==> config.mk <==
export PLATFORM = sky130hd
export DESIGN_NAME = bcc_cfg
export DESIGN_NICKNAME = d
export VERILOG_FILES = /design/src/balance_cascade_controller_unit_macros.svh /design/src/bcc_pkg.sv /design/src/bcc_cfg.sv
export SDC_FILE = /design/constraint.sdc
export NUM_CORES = 1
export LEC_CHECK = 0
export ABC_CLOCK_PERIOD_IN_PS = 1300
export BUFFER_PORTS_ARGS = -buffer_cell sky130_fd_sc_hd__buf_4
export CORE_ASPECT_RATIO = 1.5
export CORE_MARGIN = 4
export CORE_UTILIZATION = 40
export CTS_CLUSTER_SIZE = 28
export DETAILED_ROUTE_END_ITERATION = 7
export PLACE_DENSITY = 0.65
export SYNTH_ARGS = -nofsm -noshare
export SYNTH_HDL_FRONTEND = slang
export SYNTH_SLANG_ARGS = --single-unit
==> constraint.sdc <==
create_clock -name clk -period 1.3 [get_ports clk]
set_input_delay 0.065 -clock clk [delete_from_list [all_inputs] [get_ports clk]]
set_output_delay 0.065 -clock clk [all_outputs]
set_load 0.005 [all_outputs]
==> src/balance_cascade_controller_unit_macros.svh <==
// Assertion macros for the balance cascade controller.
// Included by the top level; no other dependencies.
`ifndef BALANCE_CASCADE_CONTROLLER_UNIT_MACROS_SVH
`define BALANCE_CASCADE_CONTROLLER_UNIT_MACROS_SVH
`ifndef SYNTH
`define BCC_ASSERT_IMP(label, clk, rst_n, ante, cons) \
	label: assert property (@(posedge clk) disable iff (!rst_n) (ante) |-> (cons)) \
	else $error("bcc: same-cycle check failed");
`define BCC_ASSERT_NEXT(label, clk, rst_n, ante, cons) \
	label: assert property (@(posedge clk) disable iff (!rst_n) (ante) |=> (cons)) \
	else $error("bcc: next-cycle check failed");
`else
`define BCC_ASSERT_IMP(label, clk, rst_n, ante, cons)
`define BCC_ASSERT_NEXT(label, clk, rst_n, ante, cons)
`endif
`endif

==> src/bcc_pkg.sv <==
// Shared types and constants for the balance cascade controller.
// No dependencies; imported by every module of the block.
package bcc_pkg;

	localparam int AngleW  = 17;
	localparam int RateW   = 24;
	localparam int PwmW    = 24;
	localparam int DriveW  = 32;
	localparam int GainW   = 32;
	localparam int LimitW  = 30;
	localparam int OffsetW = 17;
	localparam int AvgW    = 40;
	localparam int IntW    = 31;
	localparam int Lr3W    = 27;
	localparam int NumW    = 44;
	localparam int MagW    = 48;
	localparam int OpW     = 33;
	localparam int ProdW   = 66;
	localparam int TargetW = 21;
	localparam int TiltW   = 26;
	localparam int Err16W  = 25;
	localparam int CfgIdxW = 3;
	localparam int CfgDataW = 32;

	// Byte-wide long division by ten.
	localparam int DivSteps = MagW / 8;
	localparam int DivCntW  = $clog2(DivSteps);
	localparam logic [12:0] Recip10 = 13'd6554;

	localparam logic signed [AngleW-1:0]  TiltLimit   = 17'sd15360;
	localparam logic signed [TargetW-1:0] TargetLimit = 21'sd983040;

	localparam logic signed [GainW-1:0]   SpeedGainPReset = 32'sd393216;
	localparam logic signed [GainW-1:0]   SpeedGainIReset = 32'sd1966;
	localparam logic [LimitW-1:0]         IntLimitReset   = 30'd500000;
	localparam logic signed [GainW-1:0]   TiltGainPReset  = 32'sd29491200;
	localparam logic signed [GainW-1:0]   TiltGainDReset  = -32'sd196608000;
	localparam logic signed [OffsetW-1:0] TiltOffsetReset = 17'sd1792;

	typedef enum logic [CfgIdxW-1:0] {
		REG_SPEED_GAIN_P = 3'd0,
		REG_SPEED_GAIN_I = 3'd1,
		REG_INT_LIMIT    = 3'd2,
		REG_TILT_GAIN_P  = 3'd3,
		REG_TILT_GAIN_D  = 3'd4,
		REG_TILT_OFFSET  = 3'd5
	} cfg_reg_t;

	typedef struct packed {
		logic signed [AngleW-1:0] pitch_angle;
		logic signed [RateW-1:0]  pitch_rate;
		logic signed [PwmW-1:0]   left_pwm;
		logic signed [PwmW-1:0]   right_pwm;
	} item_t;

	typedef struct packed {
		logic signed [DriveW-1:0] drive;
		logic                     tipped_over;
	} result_t;

	typedef struct packed {
		logic signed [GainW-1:0]   speed_gain_p;
		logic signed [GainW-1:0]   speed_gain_i;
		logic [LimitW-1:0]         integral_limit;
		logic signed [GainW-1:0]   tilt_gain_p;
		logic signed [GainW-1:0]   tilt_gain_d;
		logic signed [OffsetW-1:0] tilt_offset;
	} cfg_t;

	typedef enum logic [3:0] {
		OP_NONE,
		OP_LOAD,
		OP_NUM,
		OP_MAG,
		OP_DIV,
		OP_AVG,
		OP_MUL_SP,
		OP_MUL_SI,
		OP_TGT,
		OP_TERR,
		OP_MUL_TP,
		OP_MUL_TD,
		OP_SUM,
		OP_OUT
	} dp_op_t;

	typedef struct packed {
		dp_op_t op;
	} dp_cmd_t;

	typedef struct packed {
		logic tipped;
	} dp_status_t;

endpackage

==> src/bcc_cfg.sv <==
// Configuration register bank of the balance cascade controller.
// Depends on bcc_pkg for the register layout and reset values.
module bcc_cfg import bcc_pkg::*; (
	input  logic                clk,
	input  logic                arst_n,
	input  logic                cfg_valid,
	output logic                cfg_ready,
	input  logic [CfgIdxW-1:0]  cfg_index,
	input  logic [CfgDataW-1:0] cfg_data,
	output cfg_t                cfg
);

	cfg_t cfg_q;

	assign cfg_ready = 1'b1;
	assign cfg = cfg_q;

	always_ff @(posedge clk or negedge arst_n) begin
		if (!arst_n) begin
			cfg_q.speed_gain_p   <= SpeedGainPReset;
			cfg_q.speed_gain_i   <= SpeedGainIReset;
			cfg_q.integral_limit <= IntLimitReset;
			cfg_q.tilt_gain_p    <= TiltGainPReset;
			cfg_q.tilt_gain_d    <= TiltGainDReset;
			cfg_q.tilt_offset    <= TiltOffsetReset;
		end else if (cfg_valid && cfg_ready) begin
			case (cfg_index)
				REG_SPEED_GAIN_P: cfg_q.speed_gain_p   <= $signed(cfg_data);
				REG_SPEED_GAIN_I: cfg_q.speed_gain_i   <= $signed(cfg_data);
				REG_INT_LIMIT:    cfg_q.integral_limit <= cfg_data[LimitW-1:0];
				REG_TILT_GAIN_P:  cfg_q.tilt_gain_p    <= $signed(cfg_data);
				REG_TILT_GAIN_D:  cfg_q.tilt_gain_d    <= $signed(cfg_data);
				REG_TILT_OFFSET:  cfg_q.tilt_offset    <= $signed(cfg_data[OffsetW-1:0]);
				default: ;
			endcase
		end
	end

endmodule

* Yosys cells after proc, flatten, opt, wreduce, memory -nomap -nowiden
Cells that the tools add are included.
Storage, ports and cells: input port bits 38, register bits 175
Cells by class: reductions and logical operators 7, eq/ne operators 5
Operators by type and width (count):
- $reduce_and 2->1 | 6
- $eq 3x2->1 const B | 2
- $eq 3x3->1 const B | 2
- $eq 3x1->1 const B | 1
- $logic_not 3->1 | 1

* Longest topological paths before layout
word-level depth 2, depth in mapped cells 5, depth with buffers taken out 2

* Least setup slack after synthesis
Ideal clock, no wire load.
path type input port to flip-flop, start point input port cfg_index[0], end point register cfg_q, in the netlist cfg[152], stages on the path 4, slack 0.086 ns, arrival 1.089 ns, path through buf_6 nor4b_4 buf_6 mux2_2
On the way: longest elaborated chain between the ends 2
Ends and longest elaborated chain:
- start, declared | RTL line bcc_cfg.sv:8 | input logic [CfgIdxW-1:0] cfg_index,
- $logic_not 3->1 | RTL line bcc_cfg.sv:27 | case (cfg_index)
- $reduce_and 2->1 (no source line)
- end, declared | RTL line bcc_cfg.sv:13 | cfg_t cfg_q;
No other way between the ends. A chain may end at the register's enable or synchronous reset.

* Worst setup path in the final report
start point register cfg_q, in the netlist cfg[114], end point output port cfg[114] in the netlist's numbering
RTL lines:
- end, declared | RTL line bcc_cfg.sv:10 | output cfg_t cfg
No word-level cell between the ends.

==> impl_results.html <==
<table>
<tr><th>Metric</th><th>Value</th></tr>
<tr><th colspan="2">Global route</th></tr>
<tr><td>M2 GR Usage</td><td>33.6%</td></tr>
<tr><td>Largest net degree at the start of global routing</td><td>42</td></tr>
<tr><td>Total congestion overflow</td><td>0</td></tr>
<tr><td>Global-route wire length before repair</td><td>27,000 um</td></tr>
<tr><td>Global routing usage summed across all routing layers</td><td>~19%</td></tr>
<tr><td>GR met3 Demand/Resource</td><td>4.37%</td></tr>
<tr><td>GR peak layer</td><td>met2</td></tr>
<tr><td>Global-route track usage on met1</td><td>between 20% and 30%</td></tr>
<tr><td>Vias in the first global route</td><td>4,602</td></tr>
<tr><td>Number of antenna violations at the first check in global routing</td><td>0</td></tr>
<tr><th colspan="2">Flow run</th></tr>
<tr><td>Max-capacitance violation count</td><td>0</td></tr>
<tr><th colspan="2">Yosys</th></tr>
<tr><td>Fraction of post-synthesis cell area in the top cell type by area</td><td>54.3%</td></tr>
<tr><td>Sequential element share of the synthesized area</td><td>66.5%</td></tr>
<tr><td>Cells taking the most area after synthesis</td><td>dfrtp_1 54%, mux2_2 28%, dfstp_2 12%</td></tr>
<tr><td>FFs w/ async S/R, synth</td><td>100%</td></tr>
<tr><td>Post-synth design cell area</td><td>6640 um2</td></tr>
<tr><td>Cell with the most instances after synthesis</td><td>mux2_2</td></tr>
<tr><td>Post-Syn Nets</td><td>415</td></tr>
<tr><td>Synthesized area per cell</td><td>17.6 um2</td></tr>
<tr><td>Prevailing post-synth register cell</td><td>dfrtp_1</td></tr>
<tr><td>Number of synthesized flops with an enable pin</td><td>0</td></tr>
<tr><td>Number of warnings issued by yosys</td><td>0</td></tr>
<tr><td>Post-synth top area cell</td><td>dfrtp_1</td></tr>
<tr><td>Commonest cells in the synthesized netlist</td><td>166 x mux2_2, 144 x dfrtp_1, 31 x dfstp_2</td></tr>
<tr><td>Unique masters post-synth</td><td>13</td></tr>
<tr><td>Synthesis-stage register bit count</td><td>175</td></tr>
<tr><td>Post-synthesis instance total</td><td>377</td></tr>
<tr><th colspan="2">Critical path</th></tr>
<tr><td>Worst setup EP type</td><td>output port</td></tr>
<tr><td>Reg-to-reg critical path startpoint</td><td>cfg[151]$_DFFE_PN0P_</td></tr>
<tr><td>End of the worst register-to-register path</td><td>cfg[151]$_DFFE_PN0P_</td></tr>
<tr><td>Cell with the largest stage delay on the worst path</td><td>dfstp_2</td></tr>
<tr><td>Data required time of the worst path</td><td>around 1.2 ns</td></tr>
<tr><td>Cell type group with the largest total delay on the critical path</td><td>flip-flops</td></tr>
<tr><td>Worst path arrival time</td><td>1.07 ns</td></tr>
<tr><td>Kind of critical path</td><td>reg -&gt; out</td></tr>
<tr><td>Launching element type of the critical path</td><td>flip-flop</td></tr>
<tr><td>Critical Path Fanout Max</td><td>2</td></tr>
<tr><td>Worst-case reg-to-reg path depth</td><td>1</td></tr>
<tr><td>Cell Chain, Critical Path</td><td>buf_4</td></tr>
<tr><td>Buffering stage count on the worst path with inverters included</td><td>1</td></tr>
<tr><td>Stage delay of the slowest cell on the critical path</td><td>0.55 ns</td></tr>
<tr><td>Setup slack of the worst register-to-register path</td><td>just over 0.5 ns</td></tr>
<tr><th colspan="2">Clock tree</th></tr>
<tr><td>Clock root buffer master</td><td>clkbuf_16</td></tr>
<tr><td>Clk sink count</td><td>175</td></tr>
<tr><td>Worst skew pair latency</td><td>0.41 ns</td></tr>
<tr><td>Count of instances resized after the clock tree is built</td><td>0</td></tr>
<tr><td>Clock edge transition at the registers on the reported setup and hold paths</td><td>0.07 ns</td></tr>
<tr><td>CTS max path bufs</td><td>2</td></tr>
<tr><td>TritonCTS clock tree</td><td>yes</td></tr>
<tr><td># H-tree levels</td><td>4</td></tr>
<tr><td>Total CTS buffers</td><td>17</td></tr>
<tr><td>Number of setup buffers added after CTS</td><td>0</td></tr>
<tr><td>Hold-fix buffers, CTS</td><td>33</td></tr>
<tr><th colspan="2">Route</th></tr>
<tr><td>Detail Route Antenna Nets</td><td>0</td></tr>
<tr><td>Total wire length after detailed routing</td><td>approximately 17,000 um</td></tr>
<tr><td>DRC errors left</td><td>0</td></tr>
<tr><td>Number of vias per cell after detailed routing</td><td>a little under 5</td></tr>
<tr><td>Wirelength per Cell</td><td>20.2 um</td></tr>
<tr><td>Overall via count from detail_route</td><td>between 4,000 and 5,000</td></tr>
<tr><td>Count of TritonRoute iterations in the first routing pass</td><td>4</td></tr>
<tr><td>First-iteration detailed-routing DRC count</td><td>146</td></tr>
<tr><th colspan="2">Die</th></tr>
<tr><td>Number of top-level design ports</td><td>214</td></tr>
<tr><td>Chip Height</td><td>166 um</td></tr>
<tr><td>Overall die area</td><td>18,800 um2</td></tr>
<tr><td>Horizontal die dimension</td><td>113 um</td></tr>
<tr><td>FP Rows</td><td>57</td></tr>
<tr><td>Initial core utilization</td><td>40.8%</td></tr>
<tr><td>Standard cell core area</td><td>16,300 um2</td></tr>
<tr><th colspan="2">Place</th></tr>
<tr><td>Pre-CTS setup slack</td><td>-0.0688 ns</td></tr>
<tr><td># port buffers</td><td>212</td></tr>
<tr><td>Final weighted congestion in routability-driven placement</td><td>0.741</td></tr>
<tr><td>Half-perimeter wire length after placement</td><td>around 13,000 um</td></tr>
<tr><td>Inst Count DP</td><td>between 700 and 800</td></tr>
<tr><th colspan="2">Cells and area</th></tr>
<tr><td>Proportion of layout cells with a drive suffix above 1</td><td>70.8%</td></tr>
<tr><td>Area growth from synthesis to layout</td><td>43.5%</td></tr>
<tr><td>Non-filler instance count after layout</td><td>about 860</td></tr>
<tr><td>Flip-flop count of the largest register, all copies and words added</td><td>175</td></tr>
<tr><td>Area of all sequential standard cells</td><td>4420 um2</td></tr>
<tr><td>Multi-input logic area</td><td>2080 um2</td></tr>
<tr><td>End-of-flow core utilization</td><td>58.6%</td></tr>
<tr><td>Count of fill cells added during filler insertion</td><td>1,333</td></tr>
<tr><td>Count of inserted antenna diode cells</td><td>0</td></tr>
<tr><td>Layout net count</td><td>676</td></tr>
<tr><th colspan="2">Hold path</th></tr>
<tr><td>Worst min-delay path class</td><td>in -&gt; async</td></tr>
<tr><th colspan="2">Timing</th></tr>
<tr><td>Final Max Tran Viols</td><td>0</td></tr>
<tr><td>Total negative setup slack</td><td>0 ns</td></tr>
<tr><td>Fin crit share</td><td>87.6%</td></tr>
<tr><td>RSZ-0062 raised after global routing</td><td>no</td></tr>
<tr><td>Number of hold-slack violations in the final timing report</td><td>0</td></tr>
<tr><td>Post-route worst setup slack</td><td>0.161 ns</td></tr>
<tr><td>Final worst clock skew</td><td>0 ns</td></tr>
<tr><td>Final-report setup violation count</td><td>0</td></tr>
<tr><td>Top achievable clock speed</td><td>between 0.8 and 0.9 GHz</td></tr>
<tr><td>Fin crit period</td><td>1.14 ns</td></tr>
<tr><th colspan="2">Power and ir drop</th></tr>
<tr><td>Worst vdd ir</td><td>between 0.0008 and 0.0009 V</td></tr>
<tr><td>Post-layout total power</td><td>16.4 mW</td></tr>
<tr><td>Reported leakage power</td><td>between 4 and 5 nW</td></tr>
<tr><td>Total power divided by cell area</td><td>around 1700 nW/um2</td></tr>
<tr><th colspan="2">Outcome</th></tr>
<tr><td>Outcome</td><td>completed</td></tr>
</table>
per-layer routing:
metal / vias up / wire length [um]
met5: - / 0
met1: 2163 / 6450
met4: 0 / 422
li1: 1881 / -
met2: 136 / 9580
met3: 28 / 855
report_power, final:
part           switching, mW  internal, mW  leakage (nW)
logic                   1.31          2.48          2.06
registers              0.717          6.81          2.05
clock network           2.19          2.89         0.283
worst max-delay path by stage:
stage / from / end / slack, ns / cells past startpoint
after floorplan: cfg_index[0] / cfg[152]$_DFFE_PN0P_ / 0.09 / 4
after global routing: cfg[89]$_DFFE_PN1P_ / cfg[89] / 0.12 / 1
after CTS: cfg[114]$_DFFE_PN1P_ / cfg[114] / 0.14 / 1
final: cfg[114]$_DFFE_PN1P_ / cfg[114] / 0.16 / 1
after global placement: cfg_index[1] / cfg[19]$_DFFE_PN0P_ / -0.03 / 4
after detailed placement: cfg_index[1] / cfg[20]$_DFFE_PN0P_ / -0.07 / 4
logic make-up (layout without fill, tap and decap cells):
group / Yosys count / after routing / synth area share (%)
multiplexers: 175 / 175 / 29.7
flip-flops: 175 / 175 / 66.5
buffers and inverters: 20 / 294 / 2.52
AND/OR/NAND/NOR: 6 / 6 / 1.21
other: 1 / 1 / 0.0565
final cells by class:
cell class / count / area share, %
well taps: 206 / 2.71
clock buffers: 19 / 4.54
multi-input cells: 182 / 21.9
flip-flops and latches: 175 / 46.4
clock inverters: 13 / 1.63
repair buffers: 262 / 22.9
per-stage QoR:
step                      hold slack (ns)  area, um2
after detailed placement         -0.00534       8610
after global routing                0.126       9530
after global placement            -0.0148       8610
after floorplan                    -0.231       6640
after CTS                           0.108       9530
final                               0.109       9530
placed cells by master (no fill, tap or decap), drive strengths merged:
cell         instances
buf                229
mux2               175
clkbuf              19
nand4b               2
dfrtp              144
and4bb               1
clkinvlp             2
bufinv               2
nor4bb               2
conb                 1
nor4b                1
dfstp               31
inv                  6
clkinv               3
dlygate4sd3         33
Power figures use the tool's default switching activity.
