==> src/balance_cascade_controller_unit_macros.svh <==
// Assertion macros for the balance cascade controller.
// Included by the top level; no other dependencies.
`ifndef BALANCE_CASCADE_CONTROLLER_UNIT_MACROS_SVH
`define BALANCE_CASCADE_CONTROLLER_UNIT_MACROS_SVH
`ifndef SYNTH
`define BCC_ASSERT_IMP(label, clk, rst_n, ante, cons) \
	label: assert property (@(posedge clk) disable iff (!rst_n) (ante) |-> (cons)) \
	else $error("bcc: same-cycle check failed");
`define BCC_ASSERT_NEXT(label, clk, rst_n, ante, cons) \
	label: assert property (@(posedge clk) disable iff (!rst_n) (ante) |=> (cons)) \
	else $error("bcc: next-cycle check failed");
`else
`define BCC_ASSERT_IMP(label, clk, rst_n, ante, cons)
`define BCC_ASSERT_NEXT(label, clk, rst_n, ante, cons)
`endif
`endif

==> src/bcc_pkg.sv <==
// Shared types and constants for the balance cascade controller.
// No dependencies; imported by every module of the block.
package bcc_pkg;

	localparam int AngleW  = 17;
	localparam int RateW   = 24;
	localparam int PwmW    = 24;
	localparam int DriveW  = 32;
	localparam int GainW   = 32;
	localparam int LimitW  = 30;
	localparam int OffsetW = 17;
	localparam int AvgW    = 40;
	localparam int IntW    = 31;
	localparam int Lr3W    = 27;
	localparam int NumW    = 44;
	localparam int MagW    = 48;
	localparam int OpW     = 33;
	localparam int ProdW   = 66;
	localparam int TargetW = 21;
	localparam int TiltW   = 26;
	localparam int Err16W  = 25;
	localparam int CfgIdxW = 3;
	localparam int CfgDataW = 32;

	// Byte-wide long division by ten.
	localparam int DivSteps = MagW / 8;
	localparam int DivCntW  = $clog2(DivSteps);
	localparam logic [12:0] Recip10 = 13'd6554;

	localparam logic signed [AngleW-1:0]  TiltLimit   = 17'sd15360;
	localparam logic signed [TargetW-1:0] TargetLimit = 21'sd983040;

	localparam logic signed [GainW-1:0]   SpeedGainPReset = 32'sd393216;
	localparam logic signed [GainW-1:0]   SpeedGainIReset = 32'sd1966;
	localparam logic [LimitW-1:0]         IntLimitReset   = 30'd500000;
	localparam logic signed [GainW-1:0]   TiltGainPReset  = 32'sd29491200;
	localparam logic signed [GainW-1:0]   TiltGainDReset  = -32'sd196608000;
	localparam logic signed [OffsetW-1:0] TiltOffsetReset = 17'sd1792;

	typedef enum logic [CfgIdxW-1:0] {
		REG_SPEED_GAIN_P = 3'd0,
		REG_SPEED_GAIN_I = 3'd1,
		REG_INT_LIMIT    = 3'd2,
		REG_TILT_GAIN_P  = 3'd3,
		REG_TILT_GAIN_D  = 3'd4,
		REG_TILT_OFFSET  = 3'd5
	} cfg_reg_t;

	typedef struct packed {
		logic signed [AngleW-1:0] pitch_angle;
		logic signed [RateW-1:0]  pitch_rate;
		logic signed [PwmW-1:0]   left_pwm;
		logic signed [PwmW-1:0]   right_pwm;
	} item_t;

	typedef struct packed {
		logic signed [DriveW-1:0] drive;
		logic                     tipped_over;
	} result_t;

	typedef struct packed {
		logic signed [GainW-1:0]   speed_gain_p;
		logic signed [GainW-1:0]   speed_gain_i;
		logic [LimitW-1:0]         integral_limit;
		logic signed [GainW-1:0]   tilt_gain_p;
		logic signed [GainW-1:0]   tilt_gain_d;
		logic signed [OffsetW-1:0] tilt_offset;
	} cfg_t;

	typedef enum logic [3:0] {
		OP_NONE,
		OP_LOAD,
		OP_NUM,
		OP_MAG,
		OP_DIV,
		OP_AVG,
		OP_MUL_SP,
		OP_MUL_SI,
		OP_TGT,
		OP_TERR,
		OP_MUL_TP,
		OP_MUL_TD,
		OP_SUM,
		OP_OUT
	} dp_op_t;

	typedef struct packed {
		dp_op_t op;
	} dp_cmd_t;

	typedef struct packed {
		logic tipped;
	} dp_status_t;

endpackage

==> src/bcc_ctrl.sv <==
// Sequencer of the balance cascade controller: steps the datapath through
// one update and owns the handshakes. Depends on bcc_pkg.
module bcc_ctrl import bcc_pkg::*; (
	input  logic       clk,
	input  logic       arst_n,
	input  logic       item_valid,
	output logic       item_stall,
	output logic       result_valid,
	input  logic       result_stall,
	input  dp_status_t status,
	output dp_cmd_t    cmd
);

	typedef enum logic [3:0] {
		S_IDLE,
		S_NUM,
		S_MAG,
		S_DIV,
		S_AVG,
		S_MUL_SP,
		S_MUL_SI,
		S_TGT,
		S_TERR,
		S_MUL_TP,
		S_MUL_TD,
		S_SUM,
		S_OUT
	} state_t;

	state_t               state_q;
	logic [DivCntW-1:0]   cnt_q;
	logic                 result_valid_q;
	logic                 out_free;

	assign item_stall = (state_q != S_IDLE);
	assign result_valid = result_valid_q;
	assign out_free = !result_valid_q || !result_stall;

	always_comb begin
		case (state_q)
			S_IDLE:   cmd.op = item_valid ? OP_LOAD : OP_NONE;
			S_NUM:    cmd.op = status.tipped ? OP_NONE : OP_NUM;
			S_MAG:    cmd.op = OP_MAG;
			S_DIV:    cmd.op = OP_DIV;
			S_AVG:    cmd.op = OP_AVG;
			S_MUL_SP: cmd.op = OP_MUL_SP;
			S_MUL_SI: cmd.op = OP_MUL_SI;
			S_TGT:    cmd.op = OP_TGT;
			S_TERR:   cmd.op = OP_TERR;
			S_MUL_TP: cmd.op = OP_MUL_TP;
			S_MUL_TD: cmd.op = OP_MUL_TD;
			S_SUM:    cmd.op = OP_SUM;
			S_OUT:    cmd.op = out_free ? OP_OUT : OP_NONE;
			default:  cmd.op = OP_NONE;
		endcase
	end

	always_ff @(posedge clk or negedge arst_n) begin
		if (!arst_n) begin
			state_q <= S_IDLE;
			cnt_q <= '0;
			result_valid_q <= 1'b0;
		end else begin
			if (state_q == S_OUT && out_free) begin
				result_valid_q <= 1'b1;
			end else if (result_valid_q && !result_stall) begin
				result_valid_q <= 1'b0;
			end
			case (state_q)
				S_IDLE: begin
					if (item_valid) begin
						state_q <= S_NUM;
					end
				end
				// A tipped item skips all state updates.
				S_NUM: state_q <= status.tipped ? S_OUT : S_MAG;
				S_MAG: begin
					cnt_q <= '0;
					state_q <= S_DIV;
				end
				S_DIV: begin
					cnt_q <= cnt_q + DivCntW'(1);
					if (cnt_q == DivCntW'(DivSteps - 1)) begin
						state_q <= S_AVG;
					end
				end
				S_AVG:    state_q <= S_MUL_SP;
				S_MUL_SP: state_q <= S_MUL_SI;
				S_MUL_SI: state_q <= S_TGT;
				S_TGT:    state_q <= S_TERR;
				S_TERR:   state_q <= S_MUL_TP;
				S_MUL_TP: state_q <= S_MUL_TD;
				S_MUL_TD: state_q <= S_SUM;
				S_SUM:    state_q <= S_OUT;
				S_OUT: begin
					if (out_free) begin
						state_q <= S_IDLE;
					end
				end
				default: state_q <= S_IDLE;
			endcase
		end
	end

endmodule

==> config.mk <==
export PLATFORM = sky130hd
export DESIGN_NAME = bcc_ctrl
export DESIGN_NICKNAME = d
export VERILOG_FILES = /design/src/balance_cascade_controller_unit_macros.svh /design/src/bcc_pkg.sv /design/src/bcc_ctrl.sv
export SDC_FILE = /design/constraint.sdc
export NUM_CORES = 1
export LEC_CHECK = 0
export ABC_AREA = 0
export BUFFER_PORTS_ARGS = -buffer_cell sky130_fd_sc_hd__buf_2
export CORE_AREA = 3 3 40 42
export DETAILED_ROUTE_END_ITERATION = 10
export DIE_AREA = 0 0 43 45
export PLACE_DENSITY_LB_ADDON = 0.3
export SLEW_MARGIN = 20
export SYNTH_ARGS = -nofsm -noshare
export SYNTH_HDL_FRONTEND = slang
export SYNTH_SLANG_ARGS = --single-unit
==> constraint.sdc <==
create_clock -name clk -period 2.62 [get_ports clk]
set_input_delay 0.262 -clock clk [delete_from_list [all_inputs] [get_ports clk]]
set_output_delay 0.262 -clock clk [all_outputs]
set_load 0.01 [all_outputs]
## After elaboration in Yosys (flattened, before gate mapping)

Cells that the tools add are included.

- Word-level logic and storage cells: 42
- Flip-flop bits (word level): 8
- Output and inout bits: 6
- Input bits: 5

- Equality and inequality tests: 16
- Multiplexer cells: 12
- $add $sub $neg: 1
- Reductions and logical operators: 10

Operator list:

| cell | count |
|---|---|
| $pmux 4 s13 | 2 |
| $eq 4x4->1 const B | 5 |
| $mux 4 | 5 |
| $eq 4x3->1 const B | 4 |
| $eq 4x2->1 const B | 2 |
| $ne 2x2->1 const B | 3 |
| $pmux 3 s2 | 1 |
| $eq 4x1->1 const B | 1 |
| $logic_not 4->1 | 1 |
| $reduce_bool 2->1 | 2 |
| $reduce_bool 4->1 | 1 |
| $add 3x1->3 const B | 1 |
| $eq 3x3->1 const B | 1 |
| $mux 1 | 3 |
| $reduce_and 3->1 | 1 |
| $logic_and 1x1->1 | 2 |
| $logic_not 1->1 | 2 |
| $mux 2 | 1 |
| $logic_or 1x1->1 | 1 |

## Longest topological paths before layout

Gate-level depths: netlist (run 1).

- Word-level depth: 4
- Mapped depth: 6
- Depth with buffers taken out: 6

## Worst setup path after synthesis (run 1)

OpenSTA, ideal clock, no wires.

- Path type: register -> register
- Start: register state_q[0]
- End: register state_q[2]
- Clock period less this slack: 1.418 ns
- Arrival: 1.296 ns
- Cell stages (with the launch flop): 6
- Slack: 1.202 ns
- Data required time: 2.498 ns
- Path buffers: 1
- Library setup time: 0.122 ns
- Path through: dfrtp_1 buf_6 or4_4 o21ai_2 or2b_2 o21ai_2

- Longest elaborated chain between the ends: 3
- Elaborated cells on any way between the ends: 18
- Classes of those cells: eq/ne (15); mux (1); reduce/logical (2)

RTL lines:

| item | line | text |
|---|---|---|
| from (decl) | bcc_ctrl.sv:30 | `state_t state_q;` |
| from (signal assigned) | bcc_ctrl.sv:76 | `S_NUM: state_q <= status.tipped ? S_OUT : S_MAG;` |
| $eq 4x2->1 (tied with other cells) | bcc_ctrl.sv:69 | `case (state_q)` |
| $ne 2x2->1 (no line) | -- |  |
| $reduce_and 3->1 (no line) | -- |  |

Several ways; a longest one is shown, not always the timed one.
A chain may end at the register's enable or synchronous reset.

## Final worst setup path (run 1)

- Start: register state_q[0]
- End: output port item_stall

- Longest elaborated chain between the ends: 1

RTL lines:

| item | line | text |
|---|---|---|
| $reduce_bool 4->1 | bcc_ctrl.sv:35 | `assign item_stall = (state_q != S_IDLE);` |
| to (decl) | bcc_ctrl.sv:7 | `output logic item_stall,` |

No other way between the ends.

==> metrics.txt, run 1 <==
status complete, no violations; # rows 13; Max FO, Critical Path 18; peak supply drop 0.0005727 V; Max Cap Viol 0; area of the core 1285 sq um; Die Footprint 1935 sq um; Placer Congestion 0.7444; die width 43 um; P&R area growth vs syn 14.39%; register area share after synthesis 37.74%; total global-route track usage 11.69%; post-CTS setup buffer count 0; clk buf depth 2; WP data arrival 1570 ps; Root Driver clkbuf_4; first-pass GRT wire length 1614 um; crit path kind reg -> out; Synth Warn # 0; setup TNS 0 ps; Setup-failing EPs final 0; violation count after the first detailed-route iteration 12; crit end category output port; GR Util met1 14.39%; H-tree levels 1; TritonCTS clock tree yes; total wire length 1027 um; grt ovf 0; slew margin rel. 65.00%; worst min path class in -> reg; Final Cycle Share 70.11%; initial antenna violation count 0; Ant. Diodes 0; Detailed Routing Iterations Pass 1 4; Reg clk slew, reported paths 50 ps; Setup WS pre-CTS 1068 ps; vias per cell 5.368; chip height 45 um; Starting Density 41.29%; DR WL/cell 11.80 um; GRT busiest layer met2; commonest non-fill, non-tap cell in the layout buf_2; post-layout power 0.7554 mW; Synth cell types 28; post-synthesis average cell area 8.557 sq um; Clock Latency Late Sink 250 ps; Power Density 1245 nW/um^2; final hold vios 0; minimum clock period 1837 ps; FF+latch count, synth 8; share of layout cells above drive strength 1 23.61%; final slew viol count 0; Post-Syn Instances 62; met3 usage 7.171%; f_max 544.4 MHz; Worst Setup Start Kind register; CTS Sinks 8; RSZ-0062 raised after global routing no; fin nets 81; mapped cell area 530.5 sq um; WP data required 2360 ps; Leak 0.2861 nW; layout filler cell count 125; Worst Clk Skew 4.200 ps; IO Pins 11; IO Port Bufs 10; TritonCTS Buffers 3; largest net degree at the start of global routing 19; routed vias 467; Worst Slack Setup Final 783.2 ps; commonest non-fill, non-tap cells in the layout buf_2 (10), nand2_1 (9), dfrtp_1 (8); Post-DRT Antenna Nets 0; Least-Margin Pin Slew 525.0 ps; GR Util met2 16.17%; Synthesized Nets 69; vias in the first global route 371; drc violations 0; DP Wirelength 727.6 um
-- per-stage QoR --
stage | hold slack (ps) | utilization [%] | instances | area [sq um]
final | 273.4 | 47.22 | 87 | 606.8
after global routing | 274.0 | 47.22 | 87 | 606.8
after CTS | 264.1 | 47.22 | 87 | 606.8
after detailed placement | 111.3 | 44.69 | 83 | 574.3
after global placement | 116.6 | 44.69 | 83 | 574.3
after floorplan | -33.59 | - | 62 | 530.5
-- sequential cells by signal, summed over array words and instances, names as in the netlist --
name,cells
state_q,4
cnt_q,3
result_valid,1
-- worst paths after layout --
kind	slack (ps)	depth (start not counted)	endpoint	startpoint
worst max-delay path	780	2	item_stall	state_q[0]
worst min-delay path	270	3	result_valid	result_stall
worst max register to register	1040	4	state_q[2]	state_q[0]
worst min register to register	530	2	cnt_q[1]	cnt_q[1]
max in group asynchronous	2080	2	cnt_q[1]	arst_n
min in group asynchronous	370	2	state_q[2]	arst_n
-- kinds of logic after synthesis --
kind of cell,Yosys count,share of synthesized area [%]
AND/OR/NAND/NOR,27,26.89
adder cells (fa/ha/maj),2,4.716
buffers and inverters,6,6.132
AO/OA/AOI/OAI,19,24.53
flip-flops,8,37.74
-- final cells by class --
class / count / area [sq um] / area share [%]
inverters: 2 / 7.507 / 1.237
multi-input cells: 48 / 297.8 / 49.07
flip-flops and latches: 8 / 200.2 / 32.99
well taps: 15 / 18.77 / 3.093
repair buffers: 11 / 60.06 / 9.897
clock buffers: 3 / 22.52 / 3.711
-- synth_stat cells --
library cell	n	share of area (%)
o22ai_1	1	1.2
o221ai_1	1	1.7
nor4_1	1	1.2
nand4_1	2	2.4
dfrtp_1	8	38
nand2b_1	4	4.7
a31oi_1	1	1.2
a21o_1	2	2.8
nor3_1	1	0.94
nor2_1	5	3.5
ha_1	2	4.7
o21a_1	1	1.4
a21oi_1	1	0.94
clkbuf_1	1	0.71
nand2_1	9	6.4
or2b_2	1	1.7
and2_1	1	1.2
buf_2	2	1.9
or4_1	1	1.4
o31ai_1	1	1.4
or4_4	1	2.1
o31a_1	2	3.3
o21ai_0	6	5.7
a22o_1	1	1.7
o21ai_2	2	3.3
nand3b_1	1	1.4
inv_1	2	1.4
buf_6	1	2.1
-- worst max-delay path: stages (launching register included) --
cell,delay [ps]
dfrtp_1,570
or4_4,600
buf_2,160
-- power breakdown --
group / leakage (nW) / switching, mW / total (mW) / internal (mW)
sequential: 0.0991 / 0.116 / 0.294 / 0.178
clock: 0.0138 / 0.0390 / 0.0912 / 0.0522
combinational: 0.173 / 0.188 / 0.370 / 0.183
-- what timing repair did --
item | in CTS | in global routing
hold buffers | 1 | 0
gates resized for setup | 0 | 0
hold endpoints to repair | 8 | 0
-- routing by layer --
layer | vias up | wire length (um)
met5 | - | 0
met4 | 0 | 14
met3 | 2 | 66
met2 | 9 | 431
met1 | 212 | 515
li1 | 244 | -
Note: power is estimated with default switching activity, not from simulation.
==> run 2, diff against run 1 <==
- clock period: 2.62 -> 1.8 ns (I/O delays scaled with it)
==> metrics.txt, run 2 (synthesis gave the netlist of run 1 again) <==
clk buf depth 2; final slew viol count 0; minimum clock period 1590 ps; vias per cell 5.528; Max Cap Viol 0; total global-route track usage 12.61%; P&R area growth vs syn 17.22%; vias in the first global route 441; WP data arrival 1410 ps; crit path kind reg -> out; GR Util met1 14.36%; Least-Margin Pin Slew 322.5 ps; max incr delay on CP 490 ps; total wire length 1087 um; worst min path class in -> reg; max reg flops 4; post-CTS setup buffer count 0; Leak 0.2957 nW; WP data required 1620 ps; commonest non-fill, non-tap cell in the layout buf_2; Biggest register state_q; chip height 45 um; Placer Congestion 0.7913; Max FO, Critical Path 11; f_max 628.8 MHz; CTS Sinks 8; crit end category output port; largest net degree at the start of global routing 18; GR Util met2 20.96%; TritonCTS Buffers 3; Critical Path Most Common Cell nor2_1; Clock Latency Late Sink 250 ps; Setup-failing EPs final 0; layout filler cell count 131; DP Wirelength 832.4 um; initial antenna violation count 0; die width 43 um; H-tree levels 1; CP cell instances nor2_1 -> nand2_1 -> a21oi_1 -> nor2_1 -> buf_2; Reg clk slew, reported paths 50 ps; slew margin rel. 78.50%; hold_buf cts 1; Starting Density 41.29%; Detailed Routing Iterations Pass 1 4; # rows 13; Ant. Diodes 0; post-CTS sizing 0; Post-DRT Antenna Nets 0; Final Cycle Share 88.35%; Worst Slack Setup Final 209.7 ps; Die Footprint 1935 sq um; Critical Path Slowest Stage Cell dfrtp_1; TritonCTS clock tree yes; area of the core 1285 sq um; peak supply drop 0.0005852 V; setup TNS 0 ps; RSZ-0062 raised after global routing no; final hold vios 0; first-pass GRT wire length 1787 um; met3 usage 5.179%; status complete, no violations; Worst Clk Skew 2.779 ps; Power Density 1841 nW/um^2; GRT busiest layer met2; IO Pins 11; fin nets 83; routed vias 492; commonest non-fill, non-tap cells in the layout buf_2 (10), nand2_1 (9), dfrtp_1 (8); Root Driver clkbuf_4; share of layout cells above drive strength 1 25.68%; violation count after the first detailed-route iteration 6; grt ovf 0; Worst Setup Start Kind register; Setup WS pre-CTS 445.2 ps; drc violations 0; IO Port Bufs 10; DR WL/cell 12.21 um
## run 2: cell count changes in the layout (fill, tap and decap cells not counted), sizes merged
cell,before,now
buf,10,12
## run 2: cell type report
type | count | area (sq um) | share of cell area (%)
Clock buffer | 3 | 22.52 | 3.622
Inverter | 2 | 7.507 | 1.207
Multi-Input combinational cell | 48 | 297.8 | 47.89
Sequential cell | 8 | 200.2 | 32.19
Tap cell | 15 | 18.77 | 3.018
Timing Repair Buffer | 13 | 75.07 | 12.07
## run 2: stage by stage
step                std cells  power (mW)  hold WS, ps  instance area (sq um)  util, %
finish                     89       1.145        208.6                  621.8    48.39
global route               89       1.245        241.2                  621.8    48.39
CTS                        89       1.156        211.7                  621.8    48.39
detailed placement         85       1.013        34.58                  589.3    45.86
global placement           85       1.001        35.46                  589.3    45.86
floorplan                  62      0.8433       -115.6                  530.5        -
## run 2: power by group
part | internal, mW | switching, mW | total (mW)
Clock | 0.0763 | 0.0616 | 0.138
Sequential | 0.260 | 0.0867 | 0.347
Combinational | 0.296 | 0.364 | 0.660
Total | 0.633 | 0.512 | 1.14
## run 2: worst max-delay path: cells and delay by family (launching register included)
family / cells / cell delay (ps)
flip-flops: 1 / 490
AND/OR/NAND/NOR: 3 / 370
AO/OA/AOI/OAI: 1 / 170
buffers and inverters: 1 / 130
## run 2: worst paths after layout
check                             startpoint      endpoint  slack (ps)  depth (start not counted)
worst max register to register    state_q[3]    state_q[2]         430                          4
min in group asynchronous             arst_n      cnt_q[2]         290                          2
worst min-delay path            result_stall  result_valid         210                          3
worst min register to register      cnt_q[1]      cnt_q[1]         510                          2
worst max-delay path              state_q[2]        cmd[1]         210                          5
max in group asynchronous             arst_n    state_q[1]        1340                          2
## run 2: routing by layer
layer	vias to the layer above	routed length, um
met3	4	95
li1	248	-
met1	220	460
met2	20	498
met5	-	0
met4	0	33
